<file path="config.mk">
export PLATFORM = sky130hd
export DESIGN_NAME = maze_line_follow_controller_core
export DESIGN_NICKNAME = d
export VERILOG_FILES = /design/src/design/mlf_pkg.sv /design/src/design/maze_line_follow_controller_core.sv /design/src/design/mlf_decide.sv /design/src/design/mlf_pd.sv
export VERILOG_INCLUDE_DIRS = /design/src /design/src/design
export SDC_FILE = /design/constraint.sdc
export NUM_CORES = 1
export LEC_CHECK = 0
export ABC_AREA = 1
export BUFFER_PORTS_ARGS = -buffer_cell sky130_fd_sc_hd__buf_2
export CORE_ASPECT_RATIO = 0.5
export CORE_MARGIN = 2
export CORE_UTILIZATION = 50
export CTS_BUF_LIST = sky130_fd_sc_hd__clkbuf_8 sky130_fd_sc_hd__clkbuf_16
export DETAILED_ROUTE_END_ITERATION = 6
export GPL_ROUTABILITY_DRIVEN = 0
export PLACE_DENSITY_LB_ADDON = 0.2
export SLEW_MARGIN = 20
export SYNTH_ARGS = -nofsm -noshare
export SYNTH_HDL_FRONTEND = slang
export SYNTH_SLANG_ARGS = --single-unit
</file>
<file path="constraint.sdc">
create_clock -name clk -period 5.1 [get_ports clk]
set_clock_uncertainty 0.05 [all_clocks]
set_input_delay 0.51 -clock clk [delete_from_list [all_inputs] [get_ports clk]]
set_output_delay 0.51 -clock clk [all_outputs]
set_load 0.03 [all_outputs]
</file>
<file path="src/design/maze_line_follow_controller_core_assert.svh">
// Assertion macros shared by the controller's checking code.
`ifndef MAZE_LINE_FOLLOW_CONTROLLER_CORE_ASSERT_SVH
`define MAZE_LINE_FOLLOW_CONTROLLER_CORE_ASSERT_SVH

// Consequent must hold in the same cycle as the antecedent.
`define MLF_ASSERT_NOW(label, ante, cons) \
	label: assert property (@(posedge clk) disable iff (!arst_n) (ante) |-> (cons)) \
	else $error("maze line follow controller: same-cycle check failed");

// Consequent must hold in the cycle after the antecedent.
`define MLF_ASSERT_NEXT(label, ante, cons) \
	label: assert property (@(posedge clk) disable iff (!arst_n) (ante) |=> (cons)) \
	else $error("maze line follow controller: next-cycle check failed");

`endif

</file>
<file path="src/design/mlf_pkg.sv">
// Shared types and constants of the maze line follow controller.
package mlf_pkg;

	typedef enum logic [1:0] {
		ACT_STOP   = 2'd0,
		ACT_DRIVE  = 2'd1,
		ACT_SPIN_L = 2'd2,
		ACT_SPIN_R = 2'd3
	} act_t;

	typedef enum logic [1:0] {
		MODE_RUN   = 2'd0,
		MODE_LEFT  = 2'd1,
		MODE_RIGHT = 2'd2,
		MODE_BACK  = 2'd3
	} mode_t;

	// register indexes on the configuration port
	localparam logic [2:0] CFG_CRUISE_SPEED   = 3'd0;
	localparam logic [2:0] CFG_OBSTACLE_LIMIT = 3'd1;
	localparam logic [2:0] CFG_PIVOT_SPEED    = 3'd2;
	localparam logic [2:0] CFG_GAIN_P         = 3'd3;
	localparam logic [2:0] CFG_GAIN_D         = 3'd4;
	localparam logic [2:0] CFG_QUARTER_TICKS  = 3'd5;
	localparam logic [2:0] CFG_REVERSE_TICKS  = 3'd6;
	localparam logic [2:0] CFG_LIMIT_TICKS    = 3'd7;

	localparam logic [4:0] JUNCTION_ALL = 5'h0F;
	localparam logic [5:0] SONAR_PERIOD = 6'd60;
	localparam logic [10:0] ELAPSED_MAX = 11'd2047;
	localparam logic signed [18:0] PD_LIMIT = 19'sd300;
	localparam logic signed [11:0] SPEED_MAX = 12'sd1000;
	localparam logic [9:0] SPEED_MAX_U = 10'd1000;

	typedef struct packed {
		logic [9:0] cruise_speed;
		logic [9:0] obstacle_limit;
		logic [9:0] pivot_speed;
		logic [7:0] gain_p;
		logic [7:0] gain_d;
		logic [9:0] quarter_turn_ticks;
		logic [9:0] reverse_turn_ticks;
		logic [9:0] turn_limit_ticks;
	} cfg_t;

	// decision handed from the mode logic to the speed logic
	typedef struct packed {
		act_t              act;
		logic              trig;
		logic signed [7:0] err;
		logic signed [8:0] diff;
	} dec_t;

	typedef struct packed {
		act_t       act;
		logic [9:0] left_speed;
		logic [9:0] right_speed;
		logic       trig;
	} res_t;

endpackage

</file>
<file path="src/design/maze_line_follow_controller_core.sv">
// A request passes the input, decision, product and output registers before it
// shows on m_tdata. Throughput: one request per cycle while the output is free or
// taken; the input, decision, product and output registers all advance together.
// Reset: arst_n clears valid flags, run mode, counters, last error and restores
// the configuration registers to their defaults.
`include "maze_line_follow_controller_core_assert.svh"

// Top level of the maze line follow controller.
module maze_line_follow_controller_core import mlf_pkg::*; (
	input  logic        clk,
	input  logic        arst_n,
	input  logic        s_tvalid,
	output logic        s_tready,
	input  logic [31:0] s_tdata,   // line_bits[7:0], front_distance[17:8], line_error[25:18]
	output logic        m_tvalid,
	input  logic        m_tready,
	output logic [23:0] m_tdata,   // motor_action[1:0], left_speed[11:2],
	                               // right_speed[21:12], sonar_trigger[22]
	input  logic        cfg_valid,
	output logic        cfg_ready,
	input  logic [2:0]  cfg_index,
	input  logic [9:0]  cfg_data
);

	cfg_t cfg_q;

	logic              en;
	logic              v_s1, v_s2, v_s3;
	logic [7:0]        line_bits_s1;
	logic [9:0]        front_s1;
	logic signed [7:0] err_s1;
	dec_t              dec_s2;
	res_t              res;
	logic              out_valid_q;
	res_t              out_q;

	// advance the whole pipe when the output is free or taken
	assign en        = !out_valid_q || m_tready;
	assign s_tready  = en;
	assign cfg_ready = 1'b1;

	// configuration registers
	always_ff @(posedge clk or negedge arst_n) begin
		if (!arst_n) begin
			cfg_q.cruise_speed       <= 10'd500;
			cfg_q.obstacle_limit     <= 10'd10;
			cfg_q.pivot_speed        <= 10'd450;
			cfg_q.gain_p             <= 8'd35;
			cfg_q.gain_d             <= 8'd15;
			cfg_q.quarter_turn_ticks <= 10'd180;
			cfg_q.reverse_turn_ticks <= 10'd350;
			cfg_q.turn_limit_ticks   <= 10'd600;
		end else if (cfg_valid) begin
			case (cfg_index)
				CFG_CRUISE_SPEED:   cfg_q.cruise_speed       <= cfg_data;
				CFG_OBSTACLE_LIMIT: cfg_q.obstacle_limit     <= cfg_data;
				CFG_PIVOT_SPEED:    cfg_q.pivot_speed        <= cfg_data;
				CFG_GAIN_P:         cfg_q.gain_p             <= cfg_data[7:0];
				CFG_GAIN_D:         cfg_q.gain_d             <= cfg_data[7:0];
				CFG_QUARTER_TICKS:  cfg_q.quarter_turn_ticks <= cfg_data;
				CFG_REVERSE_TICKS:  cfg_q.reverse_turn_ticks <= cfg_data;
				CFG_LIMIT_TICKS:    cfg_q.turn_limit_ticks   <= cfg_data;
				default: ;
			endcase
		end
	end

	// valid flags of the stages
	always_ff @(posedge clk or negedge arst_n) begin
		if (!arst_n) begin
			v_s1        <= 1'b0;
			v_s2        <= 1'b0;
			v_s3        <= 1'b0;
			out_valid_q <= 1'b0;
		end else if (en) begin
			v_s1        <= s_tvalid;
			v_s2        <= v_s1;
			v_s3        <= v_s2;
			out_valid_q <= v_s3;
		end
	end

	// input register and result register
	always_ff @(posedge clk) begin
		if (en) begin
			line_bits_s1 <= s_tdata[7:0];
			front_s1     <= s_tdata[17:8];
			err_s1       <= s_tdata[25:18];
			out_q        <= res;
		end
	end

	mlf_decide u_decide (
		.clk            (clk),
		.arst_n         (arst_n),
		.en             (en),
		.fire           (en && v_s1),
		.cfg            (cfg_q),
		.line_bits      (line_bits_s1),
		.front_distance (front_s1),
		.line_error     (err_s1),
		.dec_s2         (dec_s2)
	);

	mlf_pd u_pd (
		.clk    (clk),
		.en     (en),
		.cfg    (cfg_q),
		.dec_s2 (dec_s2),
		.res    (res)
	);

	assign m_tvalid = out_valid_q;
	assign m_tdata  = {1'b0, out_q.trig, out_q.right_speed, out_q.left_speed, out_q.act};

	// a stopped result drives both wheels at zero
	`MLF_ASSERT_NOW(a_stop_zero, m_tvalid && (m_tdata[1:0] == ACT_STOP), m_tdata[21:2] == 20'd0)
	// a spin drives both wheels at the same speed
	`MLF_ASSERT_NOW(a_spin_equal,
		m_tvalid && ((m_tdata[1:0] == ACT_SPIN_L) || (m_tdata[1:0] == ACT_SPIN_R)),
		m_tdata[11:2] == m_tdata[21:12])
	// a product stage item reaches the output on the next advance
	`MLF_ASSERT_NEXT(a_pipe_move, en && v_s3, out_valid_q)

endmodule

</file>
<file path="src/design/mlf_decide.sv">
// Mode state machine, sonar timing and action choice per tick.
module mlf_decide import mlf_pkg::*; (
	input  logic              clk,
	input  logic              arst_n,
	input  logic              en,
	input  logic              fire,
	input  cfg_t              cfg,
	input  logic [7:0]        line_bits,
	input  logic [9:0]        front_distance,
	input  logic signed [7:0] line_error,
	output dec_t              dec_s2
);

	mode_t             mode_q, mode_d;
	logic [10:0]       elapsed_q, elapsed_d;
	logic signed [7:0] last_err_q, last_err_d;
	logic [5:0]        sonar_q, sonar_d;

	logic [5:0]  sonar_inc;
	logic        trig;
	logic [9:0]  need;
	logic        turn_done;
	logic        obstacle;
	logic        jl, jr, jall;
	mode_t       pick;
	dec_t        dec_d;

	// classify the tick
	always_comb begin
		sonar_inc = (sonar_q < SONAR_PERIOD) ? sonar_q + 6'd1 : sonar_q;
		trig      = (mode_q == MODE_RUN) && (sonar_inc >= SONAR_PERIOD);
		need      = (mode_q == MODE_BACK) ? cfg.reverse_turn_ticks : cfg.quarter_turn_ticks;
		turn_done = (elapsed_q >= {1'b0, need}) &&
			((line_bits != 8'd0) || (elapsed_q > {1'b0, cfg.turn_limit_ticks}));
		obstacle  = (front_distance != 10'd0) && (front_distance < cfg.obstacle_limit);
		jl        = (line_bits[1:0] == 2'b11);
		jr        = (line_bits[4:3] == 2'b11);
		jall      = (line_bits[4:0] >= JUNCTION_ALL);
		if (obstacle) begin
			pick = jl ? MODE_LEFT : (jr ? MODE_RIGHT : MODE_BACK);
		end else if (jall || jl) begin
			pick = MODE_LEFT;
		end else if (jr) begin
			pick = MODE_RIGHT;
		end else begin
			pick = MODE_RUN;
		end
	end

	// next state
	always_comb begin
		mode_d     = mode_q;
		elapsed_d  = elapsed_q;
		last_err_d = last_err_q;
		sonar_d    = sonar_inc;
		case (mode_q)
			MODE_RUN: begin
				if (trig) begin
					sonar_d = 6'd0;
				end
				mode_d = pick;
				if (pick != MODE_RUN) begin
					elapsed_d = 11'd1;
				end else if (line_bits != 8'd0) begin
					last_err_d = line_error;
				end
			end
			default: begin
				if (turn_done) begin
					mode_d    = MODE_RUN;
					elapsed_d = 11'd0;
				end else if (elapsed_q < ELAPSED_MAX) begin
					elapsed_d = elapsed_q + 11'd1;
				end
			end
		endcase
	end

	// outputs
	always_comb begin
		dec_d.trig = trig;
		dec_d.err  = line_error;
		dec_d.diff = $signed({line_error[7], line_error}) - $signed({last_err_q[7], last_err_q});
		case (mode_q)
			MODE_RUN: begin
				case (pick)
					MODE_LEFT:  dec_d.act = ACT_SPIN_L;
					MODE_RIGHT: dec_d.act = ACT_SPIN_R;
					MODE_BACK:  dec_d.act = ACT_SPIN_R;
					default:    dec_d.act = (line_bits == 8'd0) ? ACT_STOP : ACT_DRIVE;
				endcase
			end
			MODE_LEFT: dec_d.act = ACT_SPIN_L;
			default:   dec_d.act = ACT_SPIN_R;
		endcase
	end

	// advance state on each processed tick
	always_ff @(posedge clk or negedge arst_n) begin
		if (!arst_n) begin
			mode_q     <= MODE_RUN;
			elapsed_q  <= 11'd0;
			last_err_q <= 8'sd0;
			sonar_q    <= 6'd0;
		end else if (fire) begin
			mode_q     <= mode_d;
			elapsed_q  <= elapsed_d;
			last_err_q <= last_err_d;
			sonar_q    <= sonar_d;
		end
	end

	// hold the decision for the speed stage
	always_ff @(posedge clk) begin
		if (en) begin
			dec_s2 <= dec_d;
		end
	end

endmodule

</file>
<file path="src/design/mlf_pd.sv">
// PD steering law and wheel speed selection.
module mlf_pd import mlf_pkg::*; (
	input  logic clk,
	input  logic en,
	input  cfg_t cfg,
	input  dec_t dec_s2,
	output res_t res
);

	act_t               act_s3;
	logic               trig_s3;
	logic signed [16:0] prod_p_s3;
	logic signed [17:0] prod_d_s3;

	logic signed [18:0] sum;
	logic signed [9:0]  p;
	logic signed [11:0] p_ext;
	logic signed [11:0] base_ext;
	logic signed [11:0] lsum, rsum;
	logic [9:0]         lspd, rspd, spin;

	// register the two gain products
	always_ff @(posedge clk) begin
		if (en) begin
			act_s3    <= dec_s2.act;
			trig_s3   <= dec_s2.trig;
			prod_p_s3 <= $signed({9'd0, cfg.gain_p}) *
				$signed({{9{dec_s2.err[7]}}, dec_s2.err});
			prod_d_s3 <= $signed({10'd0, cfg.gain_d}) *
				$signed({{9{dec_s2.diff[8]}}, dec_s2.diff});
		end
	end

	// sum, clamp and derive wheel speeds
	always_comb begin
		sum = $signed({{2{prod_p_s3[16]}}, prod_p_s3}) + $signed({prod_d_s3[17], prod_d_s3});
		if (sum > PD_LIMIT) begin
			p = 10'sd300;
		end else if (sum < -PD_LIMIT) begin
			p = -10'sd300;
		end else begin
			p = sum[9:0];
		end
		p_ext    = {{2{p[9]}}, p};
		base_ext = $signed({2'b00, cfg.cruise_speed});
		lsum     = base_ext - p_ext;
		rsum     = base_ext + p_ext;
		if (lsum[11]) begin
			lspd = 10'd0;
		end else if (lsum > SPEED_MAX) begin
			lspd = SPEED_MAX_U;
		end else begin
			lspd = lsum[9:0];
		end
		if (rsum[11]) begin
			rspd = 10'd0;
		end else if (rsum > SPEED_MAX) begin
			rspd = SPEED_MAX_U;
		end else begin
			rspd = rsum[9:0];
		end
		spin = (cfg.pivot_speed > SPEED_MAX_U) ? SPEED_MAX_U : cfg.pivot_speed;
	end

	// select speeds by action
	always_comb begin
		res.act  = act_s3;
		res.trig = trig_s3;
		case (act_s3)
			ACT_STOP: begin
				res.left_speed  = 10'd0;
				res.right_speed = 10'd0;
			end
			ACT_DRIVE: begin
				res.left_speed  = lspd;
				res.right_speed = rspd;
			end
			default: begin
				res.left_speed  = spin;
				res.right_speed = spin;
			end
		endcase
	end

endmodule
</file>
After elaboration in Yosys (flattened, before gate mapping)

Cells that the tools add are included.

Register bits: 214
Output and inout port bits: 27

$add $sub $neg: 6
$mul: 2
Order comparisons: 12
Eq/ne operators: 16
Mux-type cells: 26
Bitwise logic cells: 1
Reductions and logical operators: 29

Operators with widths:

| operator                                                     | count |
|---|---|
| two-way mux 10 bit                                           | 8 |
| two-way mux 11 bit                                           | 4 |
| case mux 20 bit (2 select lines)                             | 1 |
| > comparator 12 x 11 -> 1 bit, second input constant         | 2 |
| adder 17 x 18 -> 19 bit                                      | 1 |
| > comparator 19 x 10 -> 1 bit, second input constant         | 1 |
| less-than comparator 19 x 10 -> 1 bit, second input constant | 1 |
| multiplier 9 x 9 -> 18 bit                                   | 1 |
| two-way mux 6 bit                                            | 3 |
| AND reduction 2 bit                                          | 9 |
| multiplier 9 x 8 -> 17 bit                                   | 1 |
| adder 11 x 10 -> 12 bit                                      | 1 |
| equality test 3 bit, second input constant                   | 4 |
| two-way mux 2 bit                                            | 6 |
| subtractor 11 x 10 -> 12 bit                                 | 1 |
| adder 11 x 1 -> 11 bit, second input constant                | 1 |
| greater-or-equal comparator 11 x 10 -> 1 bit                 | 1 |
| > comparator 11 x 10 -> 1 bit                                | 1 |
| less-than comparator 11 bit, second input constant           | 1 |
| equality test 2 bit, second input constant                   | 5 |
| > comparator 10 bit, second input constant                   | 1 |
| less-than comparator 10 bit                                  | 1 |
| nonzero test 10 bit                                          | 1 |
| subtractor 8 x 8 -> 9 bit                                    | 1 |
| other kinds (23)                                             | 35 |

Longest topological paths before layout

Gate-level depths: netlist of run 1.

Word-level depth: 9
Gate-level depth with buffers: 39
Depth with buffers taken out: 38

Hierarchy

Synthesis of run 1 repeated with hierarchy kept, for this count alone.

Cells, all modules: 2,063
Area total of the unflattened synthesis: 17,080.1 sq um

Modules (own cells, without submodules):

| module                           | times used | cells an instance | area an instance (sq um) | seq. area each (sq um) |
|---|---|---|---|---|
| mlf_pd                           | 1          | 1,224             | 8,866.0                  | 1,141.1 |
| maze_line_follow_controller_core | 1          | 417               | 4,708.3                  | 3,514.6 |
| mlf_decide                       | 1          | 422               | 3,505.9                  | 1,276.2 |

Least setup slack after synthesis of run 1

OpenSTA, ideal clock, no wires.

Path kind: register to register
Start point: register cfg_q[31] (netlist name)
End point: register u_pd.prod_d_s3[17], data pin
Library setup time: 0.262 ns
Arrival: 4.764 ns
Path slack: 0.024 ns
Cell stages (with the launch flop): 20
Period minus slack after synthesis: 5.076 ns
Cells stage by stage: dfstp_2 clkbuf_1 nand2_1 fa_1 fa_1 inv_1 fa_1 fa_1 fa_1 ha_1 a21oi_1 nand2_1 a21oi_1 nor2_1 o21ai_0 nand2_1 nand2_1 nand2_1 a21oi_1 xor2_1

Word-level cells in the longest chain between the ends: 1

RTL lines:

| what                       | RTL line                               | source |
|---|---|---|
| start: declaration         | maze_line_follow_controller_core.sv:25 | `cfg_t cfg_q;` |
| multiplier 9 x 9 -> 18 bit | mlf_pd.sv:29                           | `prod_d_s3 <= $signed({10'd0, cfg.gain_d}) *` |
| end signal: assignment     | mlf_pd.sv:29                           |  |
| end: declaration           | mlf_pd.sv:13                           | `logic signed [17:0] prod_d_s3;` |

Every way passes these cells.
A chain may end at the register's enable or synchronous reset.

Worst setup path in the final report of run 1

Start point: register cfg_q[32] (netlist name)
End point: register u_pd.prod_d_s3[16], data pin

The elaborated chain is that of the path after synthesis.

==> results of run 1 <==
[flip-flops by register name, summed over array words and instances (netlist names), 2 cells and up]
name and cells:
cfg_q 76, err_s1 8, u_decide.last_err_q 8, u_pd.prod_d_s3 18
u_decide.elapsed_q 11, line_bits_s1 8, m_tdata 23, u_decide.dec_s2 20
front_s1 10, u_decide.mode_q 2, u_decide.sonar_q 6, u_pd.prod_p_s3 17
u_pd.act_s3 2
[worst reg2reg max path: cells and delay by family (launching register included)]
kind                       cells  cell delay, ps
xor gates and xnor gates       1             120
AOI/OAI and AO/OA              3             360
adders and majority gates      6            2830
buffers and inverters          2             160
DFF                            1             570
and+or+nand+nor                7             520
[repair_timing]
action                                  4_1_cts  5_1_grt
resized for setup                             0       47
endpoints found under the hold margin         0        0
setup buffers                                 0        9
endpoints found under the setup margin        0       26
[kinds of logic (layout without fill, tap and decap cells)]
kind of cell    after synthesis  count (layout)
compound gates              231             231
xor+xnor                     54              54
other cells                   2               5
fa+ha+maj                   261             261
buf+inv                     389             480
simple gates                772             772
mux                          10              10
flops                       214             214
[layout make-up]
| cell class | count | area share |
|---|---|---|
| diodes | 3 | 0.000408 |
| clock buffers | 27 | 0.0343 |
| clock inverters | 13 | 0.00755 |
| inverters | 334 | 0.0684 |
| multi-input cells | 1330 | 0.503 |
| flip-flops and latches | 214 | 0.323 |
| well taps | 432 | 0.0294 |
| repair buffers | 106 | 0.0341 |
[metal layers]
layer	vias up	GRT usage	routed length, µm
met1	5939	0.348	18700
met3	47	0.0467	2650
met4	0	0.0514	730
met2	300	0.326	15800
li1	6298	-	-
met5	-	0	0
[final timing paths]
kind	from	to	slack (ps)	cells past startpoint
worst max-delay path	cfg_q[32]	u_pd.prod_d_s3[16]	260	19
worst min-delay path	arst_n	cfg_q[56]	30	1
worst max register to register	cfg_q[32]	u_pd.prod_d_s3[16]	260	19
worst min register to register	u_decide.dec_s2[17]	u_pd.trig_s3	370	0
max in group asynchronous	arst_n	cfg_q[34]	3840	2
min in group clk	s_tdata[20]	err_s1[2]	100	1
[stage by stage]
| stage | hold WS, ps | TNS [ps] | std cells | utilization |
|---|---|---|---|---|
| after floorplan | 164 | 0 | 1933 | - |
| after global placement | 353 | 0 | 2407 | 0.541 |
| after detailed placement | 355 | 0 | 2407 | 0.541 |
| after CTS | 54.5 | 0 | 2447 | 0.565 |
| after global routing | 67.7 | -1.73 | 2458 | 0.575 |
| final | 34.4 | 0 | 2459 | 0.575 |
[Yosys cell counts, types with 9 or more instances]
library cell,instances,area (µm²)
xor2_1,38,333
nand3b_1,10,75.1
inv_1,325,1220
dfstp_2,33,867
o21ai_0,130,651
a21oi_1,69,345
nand2_1,514,1930
clkbuf_1,44,165
nand3_1,74,370
nor2_1,98,368
nor3_1,11,55.1
ha_1,177,2210
nand4_1,15,93.8
xnor2_1,15,131
mux2i_1,9,90.1
edfxtp_1,107,3210
fa_1,84,1680
dfrtp_1,74,1850
or2_2,12,75.1
==> flow_summary.toml, run 1 <==
[cells_and_area]
multi_input_area_um2 = 9260
fin_nets = 2319
area_growth_pct = 11.9
drive_gt1_frac = 0.136
regArea_um2 = 5930
final_area_um2 = 18400
layout_common_cells = "512 x nand2_1, 327 x inv_1, 165 x ha_1, 129 x o21ai_0, 107 x edfxtp_1"
mostFrequentLayoutCell = "nand2_1"
fillers = 2962

[critical_path]
path_buf_inv = 2
worst_path_max_delay_cell = "dfstp_2"
critical_path_class = "flip-flop to flip-flop"
cp-end-kind = "flip-flop"
cp_top_family = "adder cells"
slowest_delay_ps = 570
crit_path_frequent_cell = "fa_1"
cp_data_required_time_ps = 5340
worst-path-max-fanout = 4
start_kind = "flip-flop"
cp_data_arrival_time_ps = 5080
cp_cell_sequence = "nand2_2 -> fa_1 -> fa_1 -> inv_1 -> fa_1 -> fa_1 -> fa_1 -> ha_4 -> buf_4 -> nand2_1 -> nor2_2 -> a21oi_2 -> nor2_1 -> nor2_1 -> o21bai_1 -> nand2_1 -> nand2_1 -> a21oi_1 -> xnor2_1"

[sta]
finalHoldViolations = 0
setup_violations = 0
timing.final.crit_share = 0.949
fmax_mhz = 207
fin_crit_ps = 4840
worst_pin_slew_ps = 890
finalMaxSlewViolations = 0
slew_headroom = 0.406
worst_slack_ps = 258

[route]
routed_wl_um = 37900
dr.pass1.iters = 5
drt_drc_violations_left = 0
drt-vias-per-instance = 5.12
drt_iter0_drc = 958
wl_per_cell_um = 15.4
via_count = 12600
ant_nets = 0

[run]
maxCapViolations = 0

[global_route]
grt_pass1_vias = 12100
grt_usage = 0.226
grt_start_max_net_pins = 69
grt.overflow.total = 0
antenna_found_initial = 3
grt_pass1_wl_um = 62200

[yosys]
synth_mux_area_frac = 0.00616
synth-compound-area-share = 0.0765
synth_cells = 1933
synth-edff-count = 107
yosys.area_share.simple = 0.199
synthAdderAreaFrac = 0.237
synth_xor_xnor_area_share = 0.0292
async_flop_share = 0.500
synth_ff_type = "edfxtp_1"
syn-num-nets = 2244
synthDistinctLibCells = 57
ys_seq_area_frac = 0.361
synth-warning-count = 0
synth_top_family_by_area = "adder cells"
post_synth.cell_area_avg_um2 = 8.51
ys_ff_latch = 214
synth_area_um2 = 16400

[clocking]
cts-root-buf = "clkbuf_16"
clock_sink_count = 214
cts_buffers = 22
clk_latency_ps = 530
path_clk_slew_ps = 60
cts_tree = "built"
hold_buffers = 0
clk_path_buf_depth = 3
cts_max_level = 1

[floorplanning]
die_area_um2 = 34400
die_h_um = 132
die_w_um = 260
initial_core_util = 0.514
num_rows = 46
ios = 77
core_area_um2 = 32000

[placement]
post-place-ws_ps = 52.9
port_buffers = 68
dpl-instance-area_um2 = 17300
hpwl_um = 29000

[outcome]
status = "finished, final reports clean"

[worst_hold_path]
min_path_type = "primary input to asynchronous set/reset pin"
Power of run 1 is left out: the tool's default activity adds up to more than one toggle a clock period on the data nets, which glitch-free logic cannot reach.
==> inputs of run 2 (changes only) <==
CORE_ASPECT_RATIO = 1.4   (was 0.5)
==> run 2 against run 1 <==
Against the previous run:
- routed wire length decreased by 5.2%
- fmax shrank 2.8%
- utilization decreased by 1.1 points
- clock-buffer cell count up 2
- first-iteration DRC count decreased by 28%
- cell count increased by 0.16%
- design area is 0.77% lower
- global-route usage fell by 1.1 points
- critical path depth decreased by 1
==> flow_summary.toml, run 2 (synthesized netlist as in run 1, its figures left out) <==
[outcome]
status = "finished, final reports clean"

[floorplanning]
die_h_um = 219
die_w_um = 157
num_rows = 78
initial_core_util = 0.507
ios = 77
die_area_um2 = 34400
core_area_um2 = 32400

[sta]
worst_pin_slew_ps = 960
finalMaxSlewViolations = 0
finalHoldViolations = 0
slew_headroom = 0.360
rsz0062_at_grt = "true"
fmax_mhz = 201
setup_violations = 0
worst_slack_ps = 120
fin_crit_ps = 4980
timing.final.crit_share = 0.976

[critical_path]
cp_data_arrival_time_ps = 5190
cp_data_required_time_ps = 5310
crit_path_frequent_cell = "fa_1"
cp_cell_sequence = "nand2_2 -> fa_1 -> fa_1 -> inv_1 -> fa_1 -> fa_1 -> fa_1 -> ha_4 -> a21oi_1 -> nand2_1 -> a21oi_2 -> nor2_1 -> o21ai_0 -> nand2_1 -> nand2_1 -> nand2_1 -> a21oi_1 -> xor2_1"
worstReg2RegStart = "cfg_q[32]"
worst_path_max_delay_cell = "fa_1"
slowest_delay_ps = 610
cp-end-kind = "flip-flop"
critPathLaunch = "cfg_q[32]"
critical_path_class = "flip-flop to flip-flop"
worst-path-max-fanout = 3
start_kind = "flip-flop"
r2r_slack_ps = 120

[cells_and_area]
area_growth_pct = 11.0
regMostFlops = "cfg_q"
mostFrequentLayoutCell = "nand2_1"
fillers = 3014
layout_common_cells = "512 x nand2_1, 330 x inv_1, 170 x ha_1, 129 x o21ai_0, 107 x edfxtp_1"
drive_gt1_frac = 0.127
fin_nets = 2316
largest_reg_flops = 76

[route]
drt-vias-per-instance = 5.06
dr.pass1.iters = 5
wl_per_cell_um = 14.6
drt_iter0_drc = 689
drt_drc_violations_left = 0
routed_wl_um = 35900
ant_nets = 0
via_count = 12500

[global_route]
antenna_found_initial = 1
grt_usage = 0.216
met2_usage = 0.394
grt_pass1_wl_um = 59500
grt.busiest_layer = "met2"
grt_start_max_net_pins = 77
grt.overflow.total = 0
grtUsageMet3 = 0.0202
met1_usage = 0.257
grt_pass1_vias = 12700

[clocking]
path_clk_slew_ps = 60
clk_latency_ps = 530
hold_buffers = 0
clk_path_buf_depth = 3
cts_tree = "built"
cts-root-buf = "clkbuf_16"
cts_max_level = 1
clock_sink_count = 214
cts_buffers = 23

[run]
maxCapViolations = 0

[placement]
hpwl_um = 28200
port_buffers = 68
post-place-ws_ps = 43.6

[worst_hold_path]
min_path_type = "primary input to asynchronous set/reset pin"
[run 2: final cells by class]
cell class / instances / area (µm²) / area share
Tap cell: 440 / 551 / 0.0302
Sequential cell: 214 / 5930 / 0.325
Clock inverter: 13 / 73.8 / 0.00404
Multi-Input combinational cell: 1330 / 9170 / 0.503
Clock buffer: 29 / 658 / 0.0361
Timing Repair Buffer: 102 / 602 / 0.0330
Antenna cell: 1 / 2.50 / 0.000137
Inverter: 334 / 1260 / 0.0689
[run 2: layer usage]
layer / up-vias / routed length (µm)
met5: - / 0
met4: 0 / 1400
met3: 75 / 1090
met2: 230 / 18400
met1: 5899 / 15000
li1: 6271 / -
[run 2: worst max-delay path: cells and delay by family (launching register included)]
family | cells | cell delay (ps)
AO/OA/AOI/OAI | 4 | 660
XOR/XNOR | 1 | 80
adder cells (fa/ha/maj) | 6 | 2860
buffers and inverters | 1 | 60
flip-flops | 1 | 580
AND/OR/NAND/NOR | 6 | 450
[run 2: final timing paths]
check / endpoint / depth (start not counted)
max in group asynchronous: cfg_q[9] / 2
setup / recovery: u_pd.prod_d_s3[17] / 18
hold / removal: u_decide.mode_q[0] / 1
min in group clk: front_s1[8] / 1
setup reg to reg: u_pd.prod_d_s3[17] / 18
hold reg to reg: u_pd.act_s3[1] / 0
[run 2: timing repair]
action | in CTS | in global routing
pin swaps | 0 | 16
gates resized for setup | 1 | 32
buffers inserted | 2 | 4
setup endpoints to repair | 1 | 23
[run 2: stage by stage]
step	hold slack [ps]	setup TNS (ps)	area, µm²	instances	util
floorplan	164	0	16400	1933	-
detailed placement	356	0	17300	2414	0.534
global placement	356	0	17300	2414	0.534
finish	61.7	0	18300	2463	0.563
CTS	73.4	0	18100	2458	0.558
global route	76.9	-228	18300	2463	0.563
Power of run 2 is left out for the same reason.
==> inputs of run 3 (changes only) <==
CORE_ASPECT_RATIO = 0.8   (was 1.4)
CTS_CLUSTER_SIZE = 28   (was unset)
==> run 3 against run 2 <==
Against the previous run:
- via count is 0.51% lower
- clock-buffer cell count fell by 5
- non-clock buffer count fell by 5
- design area fell by 0.62%
- register-to-register slack improved by 50 ps
==> flow_summary.toml, run 3 (synthesized netlist as in run 1, its figures left out) <==
[clocking]
cts-root-buf = "clkbuf_16"
clk_latency_ps = 520
path_clk_slew_ps = 70
cts_max_level = 1
clk_path_buf_depth = 3
cts_buffers = 22
cts_tree = "built"
clock_sink_count = 214

[route]
via_count = 12400
drt_drc_violations_left = 0
drt-vias-per-instance = 5.08
drt_iter0_drc = 889
dr.pass1.iters = 5
routed_wl_um = 35900
ant_nets = 0
wl_per_cell_um = 14.7

[global_route]
grt_pass1_vias = 12300
grt.overflow.total = 0
grt_start_max_net_pins = 69
antenna_found_initial = 4
grt_pass1_wl_um = 59600
grt_usage = 0.214

[sta]
slew_headroom = 0.389
finalMaxSlewViolations = 0
fmax_mhz = 203
finalHoldViolations = 0
worst_pin_slew_ps = 913
timing.final.crit_share = 0.967
hold_ws_ps = 69.0
fin_crit_ps = 4930
setup_violations = 0

[critical_path]
cp-end-kind = "flip-flop"
critical_path_class = "flip-flop to flip-flop"
crit_path_end = "u_pd.prod_d_s3[16]"
start_kind = "flip-flop"
cp_data_arrival_time_ps = 5140
worstReg2RegStart = "u_decide.dec_s2[8]"
r2r_cells = 20
cp_data_required_time_ps = 5310
r2r_slack_ps = 170
worst-path-max-fanout = 7
critPathLaunch = "u_decide.dec_s2[8]"
worstReg2RegEnd = "u_pd.prod_d_s3[16]"

[cells_and_area]
regMostFlops = "cfg_q"
fin_cells = 2445
fillers = 2941
drive_gt1_frac = 0.121
mostFrequentLayoutCell = "nand2_1"
fin_nets = 2310
layout_common_cells = "514 x nand2_1, 332 x inv_1, 169 x ha_1, 130 x o21ai_0, 107 x edfxtp_1"
largest_reg_flops = 76
area_growth_pct = 10.3

[floorplanning]
die_w_um = 207
initial_core_util = 0.506
num_rows = 59
ios = 77
core_area_um2 = 32500
die_area_um2 = 34400
die_h_um = 166

[placement]
hpwl_um = 28100
dp.cells = 2394
port_buffers = 68

[worst_hold_path]
min_path_type = "primary input to asynchronous set/reset pin"

[outcome]
status = "finished, final reports clean"

[run]
maxCapViolations = 0
run 3: cell count changes in the layout (fill, tap and decap cells not counted), sizes merged:
cell / change
buf: -5
diode: +2
clkbuf: -5
clkinv: +1
inv: +2
run 3: metal layers:
layer,vias to the layer above,GRT usage,wire length (µm)
li1,6268,-,-
met1,5879,0.314,17600
met2,213,0.338,16000
met3,49,0.0359,1620
met4,2,0.0392,561
met5,-,0,13
run 3: what timing repair did:
item | CTS | global route
setup buffers | 0 | 8
setup endpoints to repair | 0 | 25
hold buffers | 0 | 0
resized for setup | 0 | 31
run 3: worst max-delay path: stages (launching register included):
cell	delay (ps)
edfxtp_1	350
inv_1	50
buf_4	150
or2_2	300
fa_1	540
inv_1	50
fa_1	550
fa_1	450
fa_1	570
ha_4	220
ha_4	260
a21oi_2	150
o21ai_0	110
a21oi_1	230
nor2_1	70
nor2_1	90
o21bai_1	110
nand2_1	70
nand2_1	50
a21oi_1	150
xnor2_1	90
run 3: final cells by class:
| cell class | count | area, µm² | area share |
|---|---|---|---|
| multi-input cells | 1330 | 9180 | 0.506 |
| clock inverters | 16 | 72.6 | 0.00400 |
| inverters | 334 | 1260 | 0.0693 |
| repair buffers | 97 | 561 | 0.0309 |
| well taps | 427 | 534 | 0.0295 |
| diodes | 3 | 7.51 | 0.000414 |
| clock buffers | 24 | 589 | 0.0325 |
| flip-flops and latches | 214 | 5930 | 0.327 |
run 3: how the worst min path moves through the flow:
stage | endpoint | slack, ps
global placement | u_pd.act_s3[1] | 360
floorplan | cfg_q[0] | 160
detailed placement | u_pd.trig_s3 | 360
finish | u_decide.mode_q[1] | 70
CTS | u_decide.elapsed_q[9] | 90
global route | front_s1[7] | 100
run 3: per-stage QoR:
step                      cell area, µm²  TNS [ps]  utilization  setup WS [ps]
final                              18100         0        0.558            168
after global routing               18100      -122        0.558          -89.6
after CTS                          17900         0        0.551           30.6
after detailed placement           17200         0        0.531           40.2
after global placement             17200         0        0.531           37.1
after floorplan                    16400         0            -           23.5
Power of run 3 is left out for the same reason.
